[src/hw/rtl/lzwd_pkg.sv]
// Shared constants, dictionary entry type and the control/status bundles
// of the fixed-width LZW decoder. No dependencies.
`default_nettype none

package lzwd_pkg;

  // Code space
  localparam int CODE_BITS   = 12;
  localparam int TABLE_DEPTH = 1 << CODE_BITS;
  localparam int TOP_CODE    = TABLE_DEPTH - 1;
  localparam int NF_W        = CODE_BITS + 1;
  localparam int END_CODE    = 256;
  localparam int FIRST_FREE  = 257;
  localparam int LIT_MAX     = 255;

  // Reversal stack
  localparam int STACK_DEPTH = 1024;
  localparam int STACK_AW    = $clog2(STACK_DEPTH);
  localparam int DEPTH_W     = STACK_AW + 1;

  // Result item packing
  localparam int BYTES_PER_ITEM = 16;
  localparam int LANE_AW        = $clog2(BYTES_PER_ITEM);
  localparam int CNT_W          = LANE_AW + 1;
  localparam int HALF_W         = 64;

  typedef struct packed {
    logic [CODE_BITS-1:0] parent;
    logic [7:0]           chr;
  } dict_entry_t;

  localparam int ENTRY_W = $bits(dict_entry_t);

  // Controller to datapath
  typedef struct packed {
    logic accept;
    logic start_end;
    logic start_first;
    logic start_undef;
    logic start_known;
    logic set_trunc;
    logic push_lit;
    logic link_rd;
    logic push_link;
    logic update;
    logic gather_init;
    logic gather;
    logic load;
    logic load_end;
  } lzwd_cmd_t;

  // Datapath to controller
  typedef struct packed {
    logic is_end;
    logic started;
    logic code_undef;
    logic depth_full;
    logic cur_terminal;
    logic gather_done;
    logic pos_zero;
    logic out_free;
  } lzwd_sts_t;

endpackage

`default_nettype wire

[src/hw/rtl/lzwd_ctrl.sv]
// Sequencing state machine of the LZW decoder: decode, chain walk,
// dictionary update, output gathering. Depends on lzwd_pkg.
`default_nettype none

module lzwd_ctrl import lzwd_pkg::*; (
  input  wire logic      clk,
  input  wire logic      rst,
  input  wire logic      in_valid,
  output logic           in_ready,
  input  wire lzwd_sts_t sts,
  output lzwd_cmd_t      cmd
);

  typedef enum logic [3:0] {
    S_IDLE,
    S_DECODE,
    S_WALK_CHK,
    S_WALK_LINK,
    S_UPDATE,
    S_PREP,
    S_GATHER,
    S_LOAD,
    S_LOAD_END
  } state_t;

  state_t state, state_next;

  assign in_ready = (state == S_IDLE);

  // Next state and commands
  always_comb begin
    state_next = state;
    cmd        = '0;
    unique case (state)
      S_IDLE: begin
        if (in_valid) begin
          cmd.accept = 1'b1;
          state_next = S_DECODE;
        end
      end
      S_DECODE: begin
        priority if (sts.is_end) begin
          cmd.start_end = 1'b1;
          state_next    = S_LOAD_END;
        end else if (!sts.started) begin
          cmd.start_first = 1'b1;
          state_next      = S_PREP;
        end else if (sts.code_undef) begin
          cmd.start_undef = 1'b1;
          state_next      = S_WALK_CHK;
        end else begin
          cmd.start_known = 1'b1;
          state_next      = S_WALK_CHK;
        end
      end
      S_WALK_CHK: begin
        priority if (sts.depth_full) begin
          cmd.set_trunc = 1'b1;
          state_next    = S_UPDATE;
        end else if (sts.cur_terminal) begin
          cmd.push_lit = 1'b1;
          state_next   = S_UPDATE;
        end else begin
          cmd.link_rd = 1'b1;
          state_next  = S_WALK_LINK;
        end
      end
      S_WALK_LINK: begin
        cmd.push_link = 1'b1;
        state_next    = S_WALK_CHK;
      end
      S_UPDATE: begin
        cmd.update      = 1'b1;
        cmd.gather_init = 1'b1;
        state_next      = S_GATHER;
      end
      S_PREP: begin
        cmd.gather_init = 1'b1;
        state_next      = S_GATHER;
      end
      S_GATHER: begin
        cmd.gather = 1'b1;
        if (sts.gather_done) begin
          state_next = S_LOAD;
        end
      end
      S_LOAD: begin
        if (sts.out_free) begin
          cmd.load   = 1'b1;
          state_next = sts.pos_zero ? S_IDLE : S_GATHER;
        end
      end
      S_LOAD_END: begin
        if (sts.out_free) begin
          cmd.load_end = 1'b1;
          state_next   = S_IDLE;
        end
      end
      default: begin
        state_next = S_IDLE;
      end
    endcase
  end

  always_ff @(posedge clk) begin
    if (rst) begin
      state <= S_IDLE;
    end else begin
      state <= state_next;
    end
  end

endmodule

`default_nettype wire

[config.mk]
export PLATFORM = sky130hd
export DESIGN_NAME = lzwd_ctrl
export DESIGN_NICKNAME = d
export VERILOG_FILES = /design/src/hw/rtl/lzwd_pkg.sv /design/src/hw/rtl/lzwd_ctrl.sv
export SDC_FILE = /design/constraint.sdc
export NUM_CORES = 1
export LEC_CHECK = 0
export ABC_AREA = 1
export BUFFER_PORTS_ARGS = -buffer_cell sky130_fd_sc_hd__buf_2
export CAP_MARGIN = 10
export CELL_PAD_IN_SITES_DETAIL_PLACEMENT = 0
export CELL_PAD_IN_SITES_GLOBAL_PLACEMENT = 1
export CORE_MARGIN = 3
export CORE_UTILIZATION = 26
export DETAILED_ROUTE_END_ITERATION = 6
export PLACE_DENSITY_LB_ADDON = 0.1
export SETUP_SLACK_MARGIN = 0.3
export SYNTH_ARGS = -nofsm -noshare
export SYNTH_HDL_FRONTEND = slang
export SYNTH_SLANG_ARGS = --single-unit
[constraint.sdc]
create_clock -name clk -period 3.3 [get_ports clk]
set_clock_uncertainty 0.1 [all_clocks]
set_input_delay 0.495 -clock clk [delete_from_list [all_inputs] [get_ports clk]]
set_output_delay 0.495 -clock clk [all_outputs]
set_load 0.005 [all_outputs]
Word level (Yosys, flattened, before mapping). Cells that the tools add are included.

$lt $le $gt $ge: 0. Divide/modulo/power cells: 0. Reduce and logical (&&, ||, !) cells: 3. $mul: 0. Equality and inequality tests: 12. Shifts and indexed selects: 0. Bitwise logic cells: 0. Add/subtract/negate cells: 0. Mux-type cells: 31.

Operators with widths (count): case mux 4 bit (8 select lines) (1); 2-to-1 mux 4 bit (7); equality test 4 x 3 -> 1 bit, second input constant (4); 2-to-1 mux 1 bit (16); 2-to-1 mux 3 bit (5); equality test 4 x 2 -> 1 bit, second input constant (2); inequality test 2 bit, second input constant (4); equality test 4 x 1 -> 1 bit, second input constant (1); equality test 4 bit, second input constant (1); zero test 4 bit (1); 2-to-1 mux 2 bit (2); AND reduction 4 bit (1); OR reduction 2 bit (1).

Memory bits (writable): 0. Bits in read-only memories: 0. Memories: 0. Bits in latches: 0. Register bits after elaboration: 4. Output and inout port bits: 15. Input bits: 11.

Longest topological paths before layout.
Depth after elaboration: 4. Depth in mapped cells: 9.

Worst setup path before layout. Ideal clock, no wire load.

Path type: reg-to-output. Start point: register state[0]. End point: output cmd[10] (netlist bit). Cell stages (with the launch flop): 5. Data required time: 2.705 ns. Arrival: 0.823 ns. Setup slack: 1.882 ns. Path through: dfxtp_1 -> inv_1 -> nor2_1 -> nand3_1 -> nor2_1.

RTL lines: from (decl) (RTL line lzwd_ctrl.sv:26) `state_t state, state_next;`; from (signal assigned) (RTL line lzwd_ctrl.sv:109) `state <= state_next;`; to (decl) (RTL line lzwd_ctrl.sv:11) `output lzwd_cmd_t cmd`.

==> reports/qor.csv <==
stage,metric,value,unit
status,status,finished clean,
finish,drive_above_1_share,36.1,%
critical_path,crit_slowest_cell,dfxtp_1,
place,placed_cells,120,
critical_path,cp-end-kind,output pin,
critical_path,cp.arrival,1.24,ns
timing,clock.fmax,0.545,GHz
critical_path,start_kind,flop,
floorplan,fp.dieW,46.1,um
finish,fillerInstances,181,
finish,antenna_cells,0,
logic_synthesis,syn_nets,91,
min_path,hp-class,in -> reg,
clocking,cts_made_buffers,3,
logic_synthesis,synth-simple-area-share,57.2,%
clocking,clock_path_buffers,2,
place,place_hpwl,938,um
global_route,antenna_found_initial,0,
logic_synthesis,ys_seq_area_share,19.2,%
floorplan,coreArea,1400,sq um
clocking,cts_hold_buf,0,
detailed_routing,final_antenna_net_count,0,
finish,layout.nets,121,
timing,period_needed,1.84,ns
logic_synthesis,synth_fa_ha_area_share,0,%
floorplan,die_h,46.1,um
floorplan,start_util,29.9,%
clocking,post-cts-setup-buffers,0,
timing,rsz0062_at_grt,no,
detailed_routing,drt_iter0_drc,7,
detailed_routing,dr.pass1.iters,4,
global_route,grt_max_degree,9,
logic_synthesis,yosys_warnings,0,
clocking,htree_levels,1,
critical_path,crit_top_cell,nor2_1,
detailed_routing,remaining_drc_errors,0,
flow_run,cap_violations,0,
power_and_ir_drop,p_leak,0.391,nW
clocking,cts_tree,built,
place,io_buffers,25,
finish,regMostFlops,state,
finish,top_regs,state: 4 flops,
floorplan,num_rows,13,
critical_path,required,2.70,ns
global_route,grtUsageTotal,12.8,%
critical_path,critPathTopFamily,flip-flops,
logic_synthesis,ys_types,14,
clocking,cts_resized,0,
timing,tns,0,ns
floorplan,io_pins,26,
critical_path,cpPeakStageDelay,0.43,ns
logic_synthesis,synth_edf_count,0,
logic_synthesis,synthArstFlopShare,0,%
logic_synthesis,post_synth.cell_area_avg,5.22,sq um
timing,slew_headroom,83.6,%
place,dp_slack,1.64,ns
logic_synthesis,ys_ff_latch,4,
timing,hold_viol,0,
place,place_congestion,0.743,
floorplan,die-area,2120,sq um
logic_synthesis,ys.flop_type,dfxtp_1,
finish,fin_cells,123,
timing,slew_violations,0,
global_route,grt_pass1_vias,477,
detailed_routing,routed_wl,1120,um
power_and_ir_drop,powerDensity,374,nW/um^2
logic_synthesis,synth-compound-area-share,5.69,%
logic_synthesis,syn_inst,80,
logic_synthesis,synth.area.top_cells,"dfxtp_1 19%, nand2_1 16%, nor2_1 16%",
critical_path,crit_type,reg -> out,
detailed_routing,num_vias,539,
logic_synthesis,synth_xor_area_share,0,%
logic_synthesis,synth_top_area_cell,dfxtp_1,
timing,postLayoutSetupSlackWorst,1.46,ns
logic_synthesis,syn_area,418,sq um
logic_synthesis,synthMuxAreaShare,0,%
logic_synthesis,synth_top_family_by_area,simple AND/OR/NAND/NOR gates,
clocking,clock_sinks,4,
detailed_routing,wl_per_cell,9.12,um
logic_synthesis,yosys-top-cells-count,"18 x nand2_1, 18 x nor2_1, 14 x inv_1",
power_and_ir_drop,peakVddDrop,165,uV
clocking,clkLatencyLatePin,0.24,ns
detailed_routing,vias_per_cell,4.38,
finish,area_growth,39.8,%
timing,setup_viol,0,
timing,fin_crit_sh,55.7,%
clocking,cts.root.buffer_cell,clkbuf_4,
critical_path,cp_cell_sequence,"inv_1, nor2_1, nand3_1, nor2_1, buf_2",
global_route,grt_pass1_wl,1970,um
clocking,cts.clk_slew.worst_paths,0.04,ns
critical_path,crit_buf_inv,2,
critical_path,crit_path_max_fanout,5,
finish,largest_register_ff_count,4,
timing,worst_pin_slew,0.245,ns
logic_synthesis,synth_top_area_share,19.2,%
global_route,grt_overflow,0,
==> cells by family after synthesis <==
family / after synthesis
AND/OR/NAND/NOR: 52
flip-flops: 4
buffers and inverters: 20
AO/OA/AOI/OAI: 4
==> placed cells by master, fill, tap and decap left out <==
cell,n
buf_2,25
inv_2,5
nand2_1,18
a21oi_1,3
nand3_1,8
a21oi_2,1
or2_0,1
nand2_2,2
nor3_1,1
nor2_1,18
dfxtp_1,4
clkbuf_4,3
clkinv_1,1
nand4_1,1
nor2_4,3
inv_1,14
==> worst paths after layout <==
check | start | to | slack, ns | cells after the start
max reg2reg | state[1]$_SDFFE_PP0P_ | state[1]$_SDFFE_PP0P_ | 1.95 | 9
min reg2reg | state[3]$_SDFFE_PP0P_ | state[3]$_SDFFE_PP0P_ | 0.46 | 2
max | state[0]$_SDFFE_PP0P_ | cmd[10] | 1.46 | 5
min | rst | state[0]$_SDFFE_PP0P_ | 0.36 | 2
==> report_power, final <==
group	leakage, nW	switching [W]	internal, W	total, W
registers	0.0326	0.0000103	0.0000546	0.0000650
clock network	0.0138	0.0000231	0.0000409	0.0000639
logic	0.344	0.0000532	0.0000365	0.0000898
==> worst register-to-register path: stages, from the launching register on <==
cell	delay (ns)
dfxtp_1	0.43
inv_2	0.07
nor2_4	0.13
nand3_1	0.12
nand2_1	0.13
inv_2	0.04
nand2_2	0.06
nor2_1	0.04
nor2_1	0.08
nor2_1	0.04
==> layer usage <==
| metal | vias to the layer above | share of wire [%] | GRT usage, % |
|---|---|---|---|
| met4 | 0 | 0 | 1.70 |
| li1 | 296 | - | - |
| met1 | 226 | 45 | 17.7 |
| met3 | 0 | 8.6 | 4.69 |
| met2 | 17 | 47 | 19.5 |
| met5 | - | 0 | 0 |
==> layout make-up <==
| cell class | instances | area, sq um | area share (%) |
|---|---|---|---|
| multi-input combinational | 56 | 263 | 45.0 |
| timing repair buffer | 25 | 125 | 21.4 |
| sequential | 4 | 80.1 | 13.7 |
| inverter | 20 | 75.1 | 12.8 |
| clock buffer | 3 | 22.5 | 3.85 |
| tap | 15 | 18.8 | 3.21 |
==> metrics by stage <==
| step | total power, W | util (%) | cell area [sq um] | hold slack, ns |
|---|---|---|---|---|
| after floorplan | 0.000124 | - | 418 | 0.423 |
| after global placement | 0.000158 | 40.2 | 562 | 0.449 |
| after detailed placement | 0.000157 | 40.2 | 562 | 0.450 |
| after CTS | 0.000223 | 41.8 | 584 | 0.353 |
| after global routing | 0.000241 | 41.8 | 584 | 0.382 |
| final | 0.000219 | 41.8 | 584 | 0.360 |
Power figures use the tool's default switching activity.
